File: config.mk
export PLATFORM = sky130hd
export DESIGN_NAME = packbits_decoder_flat
export DESIGN_NICKNAME = d
export VERILOG_FILES = /design/src/rtl/pbd_pkg.sv /design/src/rtl/pbd_in_if.sv /design/src/rtl/pbd_out_if.sv /design/src/rtl/pbd_cfg_if.sv /design/src/rtl/pbd_lit_buf.sv /design/src/rtl/pbd_beat_gen.sv /design/src/rtl/packbits_decoder.sv /design/src/flat_wrapper.sv
export SDC_FILE = /design/constraint.sdc
export NUM_CORES = 2
export LEC_CHECK = 0
export ABC_AREA = 1
export BUFFER_PORTS_ARGS = -buffer_cell sky130_fd_sc_hd__buf_2
export CORE_UTILIZATION = 60
export CTS_CLUSTER_DIAMETER = 40
export CTS_CLUSTER_SIZE = 10
export DETAILED_ROUTE_END_ITERATION = 16
export PLACE_DENSITY = 0.77
export SYNTH_ARGS = -nofsm -noshare
export SYNTH_HDL_FRONTEND = slang
export SYNTH_SLANG_ARGS = --single-unit
File: constraint.sdc
create_clock -name clk -period 6.55 [get_ports clk]
set_input_delay 1.31 -clock clk [delete_from_list [all_inputs] [get_ports clk]]
set_output_delay 1.31 -clock clk [all_outputs]
set_load 0.01 [all_outputs]
File: src/rtl/pbd_pkg.sv
// Shared constants, types and state encodings for the PackBits decoder.
`default_nettype none
package pbd_pkg;
	localparam int LANES     = 8;
	localparam int LEN_BITS  = 24;
	localparam int LIMIT_W   = 24;
	localparam int DATA_W    = 64;
	localparam int COUNT_W   = 4;
	localparam int BYTE_W    = 8;
	localparam int LIT_DEPTH = 128;
	localparam int ROWS      = (LIT_DEPTH + LANES - 1) / LANES;
	localparam int ROW_W     = (ROWS > 1) ? $clog2(ROWS) : 1;
	localparam int LANE_W    = (LANES > 1) ? $clog2(LANES) : 1;
	localparam int CMP_W     = ((LEN_BITS > LIMIT_W) ? LEN_BITS : LIMIT_W) + 1;

	localparam logic [BYTE_W-1:0]  HDR_SKIP    = 8'h80;
	localparam logic [BYTE_W:0]    REP_BASE    = 9'd257;
	localparam logic [LIMIT_W-1:0] LIMIT_RESET = 24'hFF_FFFF;
	localparam logic               KIND_DATA   = 1'b0;
	localparam logic               KIND_STATUS = 1'b1;

	typedef logic [BYTE_W-1:0]             byte_t;
	typedef logic [ROW_W-1:0]              row_t;
	typedef logic [LANE_W-1:0]             lane_t;
	typedef logic [LANES-1:0][BYTE_W-1:0]  lane_vec_t;
	typedef logic [LEN_BITS-1:0]           len_t;
	typedef logic [LIMIT_W-1:0]            limit_t;
	typedef logic [COUNT_W-1:0]            count_t;
	typedef logic [CMP_W-1:0]              cmp_t;

	typedef enum logic [1:0] {
		PH_HDR,
		PH_LIT,
		PH_REP,
		PH_DRAIN
	} phase_t;

	typedef enum logic [1:0] {
		SQ_IN,
		SQ_EMIT,
		SQ_STAT
	} seq_t;

	typedef struct packed {
		byte_t total;
		logic  lit;
		byte_t rep;
	} run_cmd_t;

	typedef struct packed {
		lane_vec_t data;
		count_t    cnt;
		logic      run_end;
	} beat_t;
endpackage
`default_nettype wire

File: src/rtl/pbd_in_if.sv
// Compressed byte input channel.
`default_nettype none
interface pbd_in_if import pbd_pkg::*; ();
	logic  valid;
	logic  ready;
	byte_t in_byte;
	logic  in_last;

	modport source (output valid, output in_byte, output in_last, input ready);
	modport sink (input valid, input in_byte, input in_last, output ready);
endinterface
`default_nettype wire

File: src/rtl/pbd_out_if.sv
// Decoded beat and status output channel.
`default_nettype none
interface pbd_out_if import pbd_pkg::*; ();
	logic                valid;
	logic                ready;
	logic                out_kind;
	logic [DATA_W-1:0]   out_data;
	count_t              out_count;
	logic                out_run_end;
	logic                out_error;
	limit_t              out_length;

	modport source (output valid, output out_kind, output out_data, output out_count,
		output out_run_end, output out_error, output out_length, input ready);
	modport sink (input valid, input out_kind, input out_data, input out_count,
		input out_run_end, input out_error, input out_length, output ready);
endinterface
`default_nettype wire

File: src/rtl/pbd_cfg_if.sv
// Output limit register write channel.
`default_nettype none
interface pbd_cfg_if import pbd_pkg::*; ();
	logic   valid;
	logic   ready;
	limit_t out_limit;

	modport source (output valid, output out_limit, input ready);
	modport sink (input valid, input out_limit, output ready);
endinterface
`default_nettype wire

File: src/rtl/pbd_lit_buf.sv
// Literal buffer: byte-lane write, one row read per cycle, registered read data.
`default_nettype none
module pbd_lit_buf import pbd_pkg::*; (
	input  wire logic      clk,
	input  wire logic      arst_n,
	input  wire logic      wr_clr,
	input  wire logic      wr_en,
	input  wire byte_t     wr_byte,
	input  wire row_t      rd_row,
	output lane_vec_t      rd_data
);
	lane_vec_t mem [ROWS];
	row_t      wr_row_q;
	lane_t     wr_lane_q;
	lane_vec_t rd_data_q;

	always_ff @(posedge clk or negedge arst_n) begin
		if (!arst_n) begin
			wr_row_q  <= '0;
			wr_lane_q <= '0;
		end else if (wr_clr) begin
			wr_row_q  <= '0;
			wr_lane_q <= '0;
		end else if (wr_en) begin
			if (wr_lane_q == lane_t'(LANES - 1)) begin
				wr_lane_q <= '0;
				wr_row_q  <= wr_row_q + row_t'(1);
			end else begin
				wr_lane_q <= wr_lane_q + lane_t'(1);
			end
		end
	end

	always_ff @(posedge clk) begin
		if (wr_en) begin
			mem[wr_row_q][wr_lane_q] <= wr_byte;
		end
		rd_data_q <= mem[rd_row];
	end

	assign rd_data = rd_data_q;
endmodule
`default_nettype wire

File: src/rtl/pbd_beat_gen.sv
// Beat generator: counts a run down by up to LANES bytes per beat.
`default_nettype none
module pbd_beat_gen import pbd_pkg::*; (
	input  wire logic      clk,
	input  wire logic      arst_n,
	input  wire logic      start,
	input  wire run_cmd_t  cmd,
	input  wire logic      adv,
	input  wire lane_vec_t rd_data,
	output row_t           rd_row,
	output beat_t          beat,
	output logic           beat_valid,
	output logic           busy
);
	byte_t  rem_q;
	logic   lit_q;
	byte_t  rep_q;
	row_t   row_q;
	logic   rd_ok_q;
	count_t cnt;

	always_ff @(posedge clk or negedge arst_n) begin
		if (!arst_n) begin
			rem_q   <= '0;
			row_q   <= '0;
			rd_ok_q <= 1'b0;
		end else if (start) begin
			rem_q   <= cmd.total;
			row_q   <= '0;
			rd_ok_q <= 1'b0;
		end else begin
			rd_ok_q <= busy;
			if (adv) begin
				rem_q <= rem_q - byte_t'(cnt);
				row_q <= row_q + row_t'(1);
			end
		end
	end

	always_ff @(posedge clk) begin
		if (start) begin
			lit_q <= cmd.lit;
			rep_q <= cmd.rep;
		end
	end

	always_comb begin
		busy       = (rem_q != '0);
		beat_valid = busy && rd_ok_q;
		cnt        = (rem_q > byte_t'(LANES)) ? count_t'(LANES) : count_t'(rem_q);
		rd_row     = adv ? (row_q + row_t'(1)) : row_q;
		beat.cnt     = cnt;
		beat.run_end = (rem_q <= byte_t'(LANES));
		for (int i = 0; i < LANES; i++) begin
			if (count_t'(i) < cnt) begin
				beat.data[i] = lit_q ? rd_data[i] : rep_q;
			end else begin
				beat.data[i] = '0;
			end
		end
	end
endmodule
`default_nettype wire

File: src/rtl/packbits_decoder.sv
// PackBits decoder top level: header parsing, sequencer and output register.
// Takes one compressed byte per cycle while no run or status beat is being emitted.
// A byte that completes a literal or carries a repeat value starts a run; the block
// then stops taking input while the single beat generator reads the first row and
// sends output beats of up to 8 bytes (ceil(n/8) beats for an n-byte run), walking
// the literal buffer one row per cycle while the output is free. A final byte adds
// a status beat. The output register lets an item be accepted while a beat still waits.
`default_nettype none
module packbits_decoder import pbd_pkg::*; (
	input  wire logic clk,
	input  wire logic arst_n,
	pbd_cfg_if.sink   cfg,
	pbd_in_if.sink    din,
	pbd_out_if.source dout
);
	limit_t    limit_q;
	phase_t    phase_q, phase_d;
	byte_t     run_left_q, run_left_d;
	byte_t     fill_q, fill_d;
	len_t      produced_q, produced_d;
	logic      failed_q, failed_d;
	seq_t      seq_q, seq_d;
	logic      stat_pend_q;
	logic      stat_err_q;
	limit_t    stat_len_q;

	logic      in_acc;
	logic      hdr_lit;
	byte_t     run_len;
	logic      at_limit;
	logic      over;
	byte_t     fill_inc;
	logic      lit_wr;
	logic      lit_clr;
	logic      run_start;
	run_cmd_t  run_cmd;
	logic      stat_go;
	logic      stat_err;
	limit_t    stat_len;

	logic      out_free;
	logic      beat_take;
	logic      stat_take;
	row_t      rd_row;
	lane_vec_t rd_data;
	beat_t     beat;
	logic      beat_valid;
	logic      gen_busy;

	logic                ov_q;
	logic                kind_q;
	logic [DATA_W-1:0]   data_q;
	count_t              count_q;
	logic                run_end_q;
	logic                err_q;
	limit_t              len_q;

	pbd_lit_buf u_lit_buf (
		.clk     (clk),
		.arst_n  (arst_n),
		.wr_clr  (lit_clr),
		.wr_en   (lit_wr),
		.wr_byte (din.in_byte),
		.rd_row  (rd_row),
		.rd_data (rd_data)
	);

	pbd_beat_gen u_beat_gen (
		.clk        (clk),
		.arst_n     (arst_n),
		.start      (run_start),
		.cmd        (run_cmd),
		.adv        (beat_take),
		.rd_data    (rd_data),
		.rd_row     (rd_row),
		.beat       (beat),
		.beat_valid (beat_valid),
		.busy       (gen_busy)
	);

	assign cfg.ready = 1'b1;
	assign in_acc    = din.valid && din.ready;

	always_ff @(posedge clk or negedge arst_n) begin
		if (!arst_n) begin
			limit_q <= LIMIT_RESET;
		end else if (cfg.valid && cfg.ready) begin
			limit_q <= cfg.out_limit;
		end
	end

	// header decode
	always_comb begin
		hdr_lit  = !din.in_byte[BYTE_W-1];
		run_len  = hdr_lit ? (din.in_byte + byte_t'(1))
			: byte_t'(REP_BASE - {1'b0, din.in_byte});
		at_limit = cmp_t'(produced_q) >= cmp_t'(limit_q);
		over     = (cmp_t'(produced_q) + cmp_t'(run_len)) > cmp_t'(limit_q);
		fill_inc = fill_q + byte_t'(1);
	end

	// stream state update
	always_comb begin
		phase_d    = phase_q;
		run_left_d = run_left_q;
		fill_d     = fill_q;
		produced_d = produced_q;
		failed_d   = failed_q;
		lit_wr     = 1'b0;
		lit_clr    = 1'b0;
		run_start  = 1'b0;
		run_cmd.total = run_left_q;
		run_cmd.lit   = 1'b0;
		run_cmd.rep   = din.in_byte;
		stat_go    = 1'b0;
		stat_err   = 1'b0;
		stat_len   = '0;
		if (in_acc) begin
			unique case (phase_q)
				PH_HDR: begin
					if (!at_limit && din.in_byte != HDR_SKIP) begin
						run_left_d = run_len;
						if (over) begin
							failed_d = 1'b1;
							phase_d  = PH_DRAIN;
						end else begin
							fill_d  = '0;
							lit_clr = 1'b1;
							phase_d = hdr_lit ? PH_LIT : PH_REP;
						end
					end
				end
				PH_LIT: begin
					lit_wr = 1'b1;
					fill_d = fill_inc;
					if (fill_inc >= run_left_q) begin
						run_start   = 1'b1;
						run_cmd.lit = 1'b1;
						fill_d      = '0;
						phase_d     = PH_HDR;
						produced_d  = produced_q + len_t'(run_left_q);
					end
				end
				PH_REP: begin
					run_start  = 1'b1;
					phase_d    = PH_HDR;
					produced_d = produced_q + len_t'(run_left_q);
				end
				PH_DRAIN: begin
				end
			endcase
			if (din.in_last) begin
				stat_go    = 1'b1;
				stat_err   = failed_d || phase_d == PH_LIT || phase_d == PH_REP;
				stat_len   = stat_err ? '0 : limit_t'(produced_d);
				phase_d    = PH_HDR;
				run_left_d = '0;
				fill_d     = '0;
				produced_d = '0;
				failed_d   = 1'b0;
			end
		end
	end

	always_ff @(posedge clk or negedge arst_n) begin
		if (!arst_n) begin
			phase_q     <= PH_HDR;
			run_left_q  <= '0;
			fill_q      <= '0;
			produced_q  <= '0;
			failed_q    <= 1'b0;
			seq_q       <= SQ_IN;
			stat_pend_q <= 1'b0;
		end else begin
			phase_q    <= phase_d;
			run_left_q <= run_left_d;
			fill_q     <= fill_d;
			produced_q <= produced_d;
			failed_q   <= failed_d;
			seq_q      <= seq_d;
			if (stat_go) begin
				stat_pend_q <= 1'b1;
			end else if (stat_take) begin
				stat_pend_q <= 1'b0;
			end
		end
	end

	always_ff @(posedge clk) begin
		if (stat_go) begin
			stat_err_q <= stat_err;
			stat_len_q <= stat_len;
		end
	end

	// sequencer next state
	always_comb begin
		seq_d = seq_q;
		unique case (seq_q)
			SQ_IN: begin
				if (run_start) begin
					seq_d = SQ_EMIT;
				end else if (stat_go) begin
					seq_d = SQ_STAT;
				end
			end
			SQ_EMIT: begin
				if (beat_take && beat.run_end) begin
					seq_d = stat_pend_q ? SQ_STAT : SQ_IN;
				end
			end
			SQ_STAT: begin
				if (out_free) begin
					seq_d = SQ_IN;
				end
			end
			default: seq_d = SQ_IN;
		endcase
	end

	// sequencer outputs
	always_comb begin
		out_free  = !ov_q || dout.ready;
		din.ready = (seq_q == SQ_IN);
		beat_take = (seq_q == SQ_EMIT) && beat_valid && out_free;
		stat_take = (seq_q == SQ_STAT) && out_free;
	end

	always_ff @(posedge clk or negedge arst_n) begin
		if (!arst_n) begin
			ov_q <= 1'b0;
		end else if (out_free) begin
			ov_q <= beat_take || stat_take;
		end
	end

	always_ff @(posedge clk) begin
		if (beat_take) begin
			kind_q    <= KIND_DATA;
			data_q    <= DATA_W'(beat.data);
			count_q   <= beat.cnt;
			run_end_q <= beat.run_end;
			err_q     <= 1'b0;
			len_q     <= '0;
		end else if (stat_take) begin
			kind_q    <= KIND_STATUS;
			data_q    <= '0;
			count_q   <= '0;
			run_end_q <= 1'b0;
			err_q     <= stat_err_q;
			len_q     <= stat_err_q ? '0 : stat_len_q;
		end
	end

	assign dout.valid       = ov_q;
	assign dout.out_kind    = kind_q;
	assign dout.out_data    = data_q;
	assign dout.out_count   = count_q;
	assign dout.out_run_end = run_end_q;
	assign dout.out_error   = err_q;
	assign dout.out_length  = len_q;

`ifndef SYNTH
	a_beat_count: assert property (@(posedge clk) disable iff (!arst_n)
		(ov_q && kind_q == KIND_DATA) |-> (count_q != '0 && count_q <= count_t'(LANES)))
		else $error("data beat lane count out of range");

	a_err_len: assert property (@(posedge clk) disable iff (!arst_n)
		(ov_q && kind_q == KIND_STATUS && err_q) |-> (len_q == '0))
		else $error("error status with nonzero length");

	a_gen_in_emit: assert property (@(posedge clk) disable iff (!arst_n)
		gen_busy |-> (seq_q == SQ_EMIT))
		else $error("beat generator busy outside emit");

	a_stat_done: assert property (@(posedge clk) disable iff (!arst_n)
		stat_take |=> (seq_q == SQ_IN && !stat_pend_q))
		else $error("status beat did not return sequencer to input");

	a_fill_bound: assert property (@(posedge clk) disable iff (!arst_n)
		fill_q <= run_left_q)
		else $error("literal fill past run length");
`endif
endmodule
`default_nettype wire

File: src/flat_wrapper.sv
// flat-port wrapper written by rule: the top's interface ports become plain ports
module packbits_decoder_flat import pbd_pkg::*;
  (clk, arst_n, cfg_valid, cfg_out_limit, cfg_ready, din_valid, din_in_byte, din_in_last, din_ready, dout_valid, dout_out_kind, dout_out_data, dout_out_count, dout_out_run_end, dout_out_error, dout_out_length, dout_ready);
  pbd_cfg_if cfg_i ();
  pbd_in_if din_i ();
  pbd_out_if dout_i ();
  input  wire logic clk;
  input  wire logic arst_n;
  input wire logic [$bits(cfg_i.valid)-1:0] cfg_valid;
  input wire logic [$bits(cfg_i.out_limit)-1:0] cfg_out_limit;
  output wire logic [$bits(cfg_i.ready)-1:0] cfg_ready;
  input wire logic [$bits(din_i.valid)-1:0] din_valid;
  input wire logic [$bits(din_i.in_byte)-1:0] din_in_byte;
  input wire logic [$bits(din_i.in_last)-1:0] din_in_last;
  output wire logic [$bits(din_i.ready)-1:0] din_ready;
  output wire logic [$bits(dout_i.valid)-1:0] dout_valid;
  output wire logic [$bits(dout_i.out_kind)-1:0] dout_out_kind;
  output wire logic [$bits(dout_i.out_data)-1:0] dout_out_data;
  output wire logic [$bits(dout_i.out_count)-1:0] dout_out_count;
  output wire logic [$bits(dout_i.out_run_end)-1:0] dout_out_run_end;
  output wire logic [$bits(dout_i.out_error)-1:0] dout_out_error;
  output wire logic [$bits(dout_i.out_length)-1:0] dout_out_length;
  input wire logic [$bits(dout_i.ready)-1:0] dout_ready;
  assign cfg_i.valid = cfg_valid;
  assign cfg_i.out_limit = cfg_out_limit;
  assign cfg_ready = cfg_i.ready;
  assign din_i.valid = din_valid;
  assign din_i.in_byte = din_in_byte;
  assign din_i.in_last = din_in_last;
  assign din_ready = din_i.ready;
  assign dout_valid = dout_i.valid;
  assign dout_out_kind = dout_i.out_kind;
  assign dout_out_data = dout_i.out_data;
  assign dout_out_count = dout_i.out_count;
  assign dout_out_run_end = dout_i.out_run_end;
  assign dout_out_error = dout_i.out_error;
  assign dout_out_length = dout_i.out_length;
  assign dout_i.ready = dout_ready;
  packbits_decoder u_core (.clk(clk), .arst_n(arst_n), .cfg(cfg_i), .din(din_i), .dout(dout_i));
endmodule
# Word-level counts from Yosys, hierarchy flattened
# Memories as Yosys holds them, arrays and structs flattened. A register that Yosys moved wholly into a read port is not among the register bits.
# Cells that the tools add are included.
totals:
  inputBits: 38
  ramBits: 1024
  output_inout_bits: 98
  wordCells: 177
  reg_bits: 220
  n_memories: 1
memory_table:
  columns: ["memory", "words", "word_bits", "rd", "rd_ports_with_merged_regs", "wr", "line_no", "rtl"]
  rows:
  - ["u_core.u_lit_buf.mem", 16, 64, 1, 1, 1, "pbd_lit_buf.sv:12", "lane_vec_t mem [ROWS];"]
classes:
  reduce_logical: 32
  bitwise_logic: 2
  muxes: 81
  n_eq_ne: 13
  magnitude_cmp: 15
  add_sub_neg: 9
ops:
  columns: ["op", "count"]
  rows:
  - ["two-way mux 8 bit", 27]
  - ["two-way mux 64 bit", 3]
  - ["two-way mux 24 bit", 3]
  - ["one-hot mux 24 bit (2 select lines)", 1]
  - ["two-way mux 4 bit", 8]
  - ["adder 24 x 8 -> 25 bit", 1]
  - ["> comparator 25 x 24 -> 1 bit", 1]
  - ["adder 24 x 8 -> 24 bit", 1]
  - ["demux 8 bit (select 3 bit)", 1]
  - [">= comparator 24 bit", 1]
  - ["two-way mux 2 bit", 11]
  - ["two-way mux 1 bit", 20]
  - ["adder 8 x 1 -> 8 bit (second input constant)", 2]
  - ["< comparator 3 x 4 -> 1 bit (first input constant)", 4]
  - ["one-hot mux 8 bit (2 select lines)", 1]
  - ["nonzero test 2 bit", 7]
  - ["one-hot mux 2 bit (3 select lines)", 2]
  - ["two-way mux 3 bit", 3]
  - ["adder 4 x 1 -> 4 bit (second input constant)", 2]
  - [">= comparator 8 bit", 1]
  - ["> comparator 8 x 4 -> 1 bit (second input constant)", 1]
  - ["less-or-equal comparator 8 x 4 -> 1 bit (second input constant)", 1]
  - ["logical AND 1 bit", 8]
  - ["< comparator 1 x 4 -> 1 bit (first input constant)", 2]
  - ["24 further kinds", 40]

# Logic depth before layout (Yosys ltp)
logic_depth:
  depth_word: 12
  ltp_mapped: 35
  ltp_nobuf: 35

# Hierarchy
# A second synthesis with hierarchy kept.
unflattened:
  cells_unflattened: 5890
  hier_area_um2: 58782.6
modules_own_cells:
  columns: ["module", "cells_per_inst", "n_inst", "seq_area_each_um2", "area_per_inst_um2"]
  rows:
  - ["pbd_lit_buf", 4403, 1, 32205.9, 46191.8]
  - ["packbits_decoder", 1191, 1, 5149.9, 10711.5]
  - ["pbd_beat_gen", 296, 1, 595.6, 1879.3]

# Worst setup path after synthesis
# OpenSTA, ideal clock, no wires.
synth_path:
  path_type: "input -> register"
  from: "in din_in_byte[0]"
  to: "reg u_core.stat_len_q[16] (data pin)"
  required_time_ns: 6.411
  t_arrival_ns: 5.242
  n_path_buf: 1
  cell_stages: 27
  slack_ns: 1.169
  setup_ns: 0.139
  cell_sequence: "ha_1 -> nand4_1 -> o31ai_1 -> xor2_1 -> ha_1 -> nand2_1 -> o31ai_1 -> nand2_1 -> a21oi_1 -> nand2_1 -> nor2_1 -> nand2_1 -> nor2_1 -> xor2_1 -> inv_1 -> ha_1 -> nand3_1 -> a21oi_1 -> nand3b_1 -> nand2_1 -> nand3_1 -> a21oi_1 -> nand2_1 -> nand2_1 -> nand3_1 -> buf_2 -> nor2_1"
synth_via:
  elab_chain_len: 12
  word_cells_on_any_way: 20
  classes_between: "add/sub (3); order compare (1); eq/ne (3); mux (9); reduce/logical (4)"
synth_lines:
  columns: ["item", "line_no", "rtl"]
  rows:
  - ["from (decl)", "flat_wrapper.sv:13", "input wire logic [$bits(din_i.in_byte)-1:0] din_in_byte;"]
  - ["adder 8 x 1 -> 8 bit / subtractor 1 x 8 -> 8 bit (equally long branches)", "packbits_decoder.sv:95, packbits_decoder.sv:96", null]
  - ["two-way mux 8 bit", "packbits_decoder.sv:95", "run_len = hdr_lit ? (din.in_byte + byte_t'(1))"]
  - ["adder 24 x 8 -> 25 bit", "packbits_decoder.sv:98", "over = (cmp_t'(produced_q) + cmp_t'(run_len)) > cmp_t'(limit_q);"]
  - ["> comparator 25 x 24 -> 1 bit", "packbits_decoder.sv:98", null]
  - ["two-way mux 2 bit", "packbits_decoder.sv:123", "if (over) begin"]
  - ["two-way mux 2 bit", "packbits_decoder.sv:121", "if (!at_limit && din.in_byte != HDR_SKIP) begin"]
  - ["one-hot mux 2 bit (3 select lines)", "packbits_decoder.sv:119", "unique case (phase_q)"]
  - ["two-way mux 2 bit", "packbits_decoder.sv:118", "if (in_acc) begin"]
  - ["equality test 2 x 1 -> 1 bit", "packbits_decoder.sv:154", "stat_err = failed_d || phase_d == PH_LIT || phase_d == PH_REP;"]
  - ["logical OR 1 bit", "packbits_decoder.sv:154", null]
  - ["logical OR 1 bit *", "packbits_decoder.sv:154", null]
  - ["OR reduction 3 bit (no source line) *", null, null]
  - ["to (signal assigned)", "packbits_decoder.sv:192", "stat_len_q <= stat_len;"]
  - ["to (decl)", "packbits_decoder.sv:25", "limit_t stat_len_q;"]
# Mark *: on every way between the ends. The rest lies on a longest branch, timed or not. The select of a mux whose other input is x is not followed.
# A chain may end at the register's enable or synchronous reset.

# Worst setup path after layout
layout_path:
  from: "in din_in_byte[7]"
  to: "reg u_core.stat_len_q[14] (data pin)"
# The elaborated chain is that of the path after synthesis.

==> reports/results.ini <==
[drt]
vias = 37850
top_layer_used = met5
wl_met2_mm = 67.72
dr_wl_met3_mm = 15.98
drc = 0
dr.pass1.iters = 8
wl_met1_mm = 55.08
viasPerCell = 6.195
wirelength_mm = 144.2
drtIter0Drc = 5122
drtAntennaViolNets = 0
wl_per_cell_um = 23.60

[place]
portBuffers = 134
dpl.hpwl_mm = 84.39
placed_area_um2 = 56590
dp.cells = 5822
gp_congestion = 0.9343

[synthesis]
synth_top_flop_cell = edfxtp_1
synth_area_um2 = 54930
ys_seq_elements = 1308
yosysWarnings = 0
synth_area_leader_cell = edfxtp_1
netlist_instances = 4727
synthTopCellsByArea = edfxtp_1, a21oi_1, o21ai_0
async_flop_share = 0.06957
synth_top_area_frac = 0.6161
synth_edf_count = 1127
avgSynthCellArea_um2 = 11.62
synth.distinct_cells = 48
yosysSeqAreaShare = 0.6909

[layout]
drive_gt1_frac = 0.09471
stdcell_area_um2 = 61620
area_growth_pct = 12.18
fin_cells = 6109
layout.nets = 4942

[floorplan]
die_x_um = 304.6
start_util = 0.6084
die-area_um2 = 92760
num_rows = 110
io_pins = 136
die_y_um = 304.6
core-area_um2 = 90290

[flow_run]
cap_violations = 0

[setup_path]
cp_slowest_cell = o31ai_1
critPathKind = primary input to flip-flop
worstSetupStartpointType = primary input
crit_fanout = 24
endpoint_kind = flip-flop
critPathTopFamily = simple AND/OR/NAND/NOR gates
crit_start = din_in_byte[7]
path_common_cell = nand2_1
rr_startpoint = u_core.produced_q[1]
arrival_ns = 6.53
cp.required_ns = 7.15
crit_buf_inv = 5
slowest_delay_ns = 0.43
r2r_slack_ns = 1.67

[global_routing]
grt_pass1_wl_mm = 215.6
antenna_found_initial = 6
grt_util_all_layers = 0.3087
gr-total-overflow = 0
grt_pass1_vias = 35850
grt_max_degree = 159

[timing]
final.setup.tns_ns = 0
holdWs_ns = 0.4546
hold_viol_final = 0
fin_skew_ns = 0.03040
min_period_ns = 5.936
slew_headroom = 0.1079
clock.fmax_ghz = 0.1685
tightest_slew_ns = 1.329
rsz0062_at_grt = no
final_max_slew_viol_count = 0
setup_viol = 0
post-route-period-util = 0.9063

[clock_network]
cts_resized = 0
cts.sinks = 1308
hold_buffers = 0
max-clock-path-buffers = 3
post_cts_buffers = 0
cts_root_buf = clkbuf_16
tritoncts = done
ctsHtreeMaxLevel = 4
clk-insertion-delay-late_ns = 0.77
clkSlewWorstSetupHoldPaths_ns = 0.05
numCtsBuffers = 164

[pwr]
fin_total_pwr_mw = 26.77
vdd_ir_drop_max_uv = 355.0
p_leak_nw = 22.05
powerDensity_nw_per_um2 = 434.3

[status]
status = finished, final reports clean

[min_path]
hp-class = flip-flop to flip-flop
min-delay-start = u_core.dout.out_length[13]

==> report_power, final <==
part	switching (mW)	internal [mW]	leakage (nW)
combinational	5.87	2.40	7.52
clock	3.36	5.05	2.43
sequential	0.270	9.81	12.1
==> tightest hold or removal path: stages, from the launching register on <==
cell and delay, ns:
dfxtp_1 0.30, nand2_1 0.06, a21oi_1 0.05
==> metal layers <==
layer | up-vias | global-route usage
met4 | 4 | 0.1300
met3 | 350 | 0.06620
met2 | 2164 | 0.4885
met1 | 18170 | 0.4168
met5 | - | 0
li1 | 17160 | -
==> synthesized netlist by cell type (42+ instances only) <==
| cell | n |
|---|---|
| o211ai_1 | 134 |
| inv_1 | 465 |
| buf_4 | 42 |
| nor2_1 | 374 |
| dfxtp_1 | 90 |
| clkbuf_1 | 184 |
| ha_1 | 90 |
| dfrtp_1 | 67 |
| o21ai_0 | 455 |
| o21ai_1 | 433 |
| nand2_1 | 287 |
| a21oi_1 | 653 |
| nand3_1 | 95 |
| edfxtp_1 | 1127 |
==> sequential cells by signal, indices dropped and copies added, names as in the netlist, 2 cells and up <==
signal and count:
u_core.u_beat_gen.rem_q 8, u_core.u_lit_buf.mem 1024, u_core.seq_q 2, u_core.fill_q 8, u_core.u_lit_buf.wr_lane_q 3, u_core.u_beat_gen.row_q 4
u_core.produced_q 24, u_core.stat_len_q 24, u_core.u_lit_buf.rd_data 64, u_core.limit_q 24, u_core.dout.out_data 64, u_core.phase_q 2
u_core.u_lit_buf.wr_row_q 4, u_core.dout.out_count 4, u_core.dout.out_length 24, u_core.run_left_q 8, u_core.u_beat_gen.rep_q 8
==> layout make-up <==
class / instances / area (um2)
flip-flops and latches: 1308 / 37950
repair buffers: 204 / 1406
inverters: 469 / 1767
clock buffers: 244 / 4569
diodes: 2 / 5.005
clock inverters: 41 / 459.2
fillers: 6301 / 28660
multi-input cells: 2665 / 13990
well taps: 1176 / 1471
==> per-stage QoR <==
stage	setup WS [ns]	utilization
floorplan	1.169	-
global placement	0.1171	0.6268
detailed placement	0.01097	0.6268
CTS	0.7510	0.6825
global route	0.1496	0.6825
finish	0.6137	0.6825
==> kinds of logic after synthesis <==
group / Yosys count / share of synthesized area
multiplexers: 2 / 0.0003872
other: 1 / 0.00006827
AO/OA/AOI/OAI: 1735 / 0.1661
adder cells (fa/ha/maj): 92 / 0.02123
flip-flops: 1308 / 0.6909
AND/OR/NAND/NOR: 793 / 0.05815
buffers and inverters: 755 / 0.05644
XOR/XNOR: 41 / 0.006674
==> worst paths after layout <==
kind,cells after the start,endpoint
worst max-delay path,30,u_core.stat_len_q[14]
worst min-delay path,2,u_core.dout.out_length[13]
worst max register to register,25,u_core.stat_len_q[14]
worst min register to register,2,u_core.dout.out_length[13]
max in group asynchronous,2,u_core.u_lit_buf.wr_row_q[2]
min in group asynchronous,1,u_core.limit_q[1]
==> cells in the final DEF (no fill, tap or decap), types with 3 or more instances in the layout <==
cell type      n
inv_1        464
a21o_1         3
xor2_1        32
clkinv_2      13
o21ai_1      432
dfstp_2       24
o21ai_0      455
clkinv_1       7
nor2_1       365
inv_16         3
nor2_2        10
bufinv_16      6
o21a_1         5
o211ai_1     134
a21oi_1      653
buf_2        125
nand4_1       15
clkbuf_16    168
nor3_1         7
buf_4         64
dfxtp_1       90
inv_6          7
o22ai_1       36
xnor2_1        7
o221ai_1       3
clkbuf_8       8
nor2_4         4
clkinvlp_4     5
clkbuf_1      68
dfrtp_1       67
edfxtp_1    1127
nand3b_1       4
nand2_1      285
o21bai_1       3
ha_1          90
nand3_1       95
o31ai_1        4
buf_12        15
Note: power is estimated with default switching activity, not from simulation.
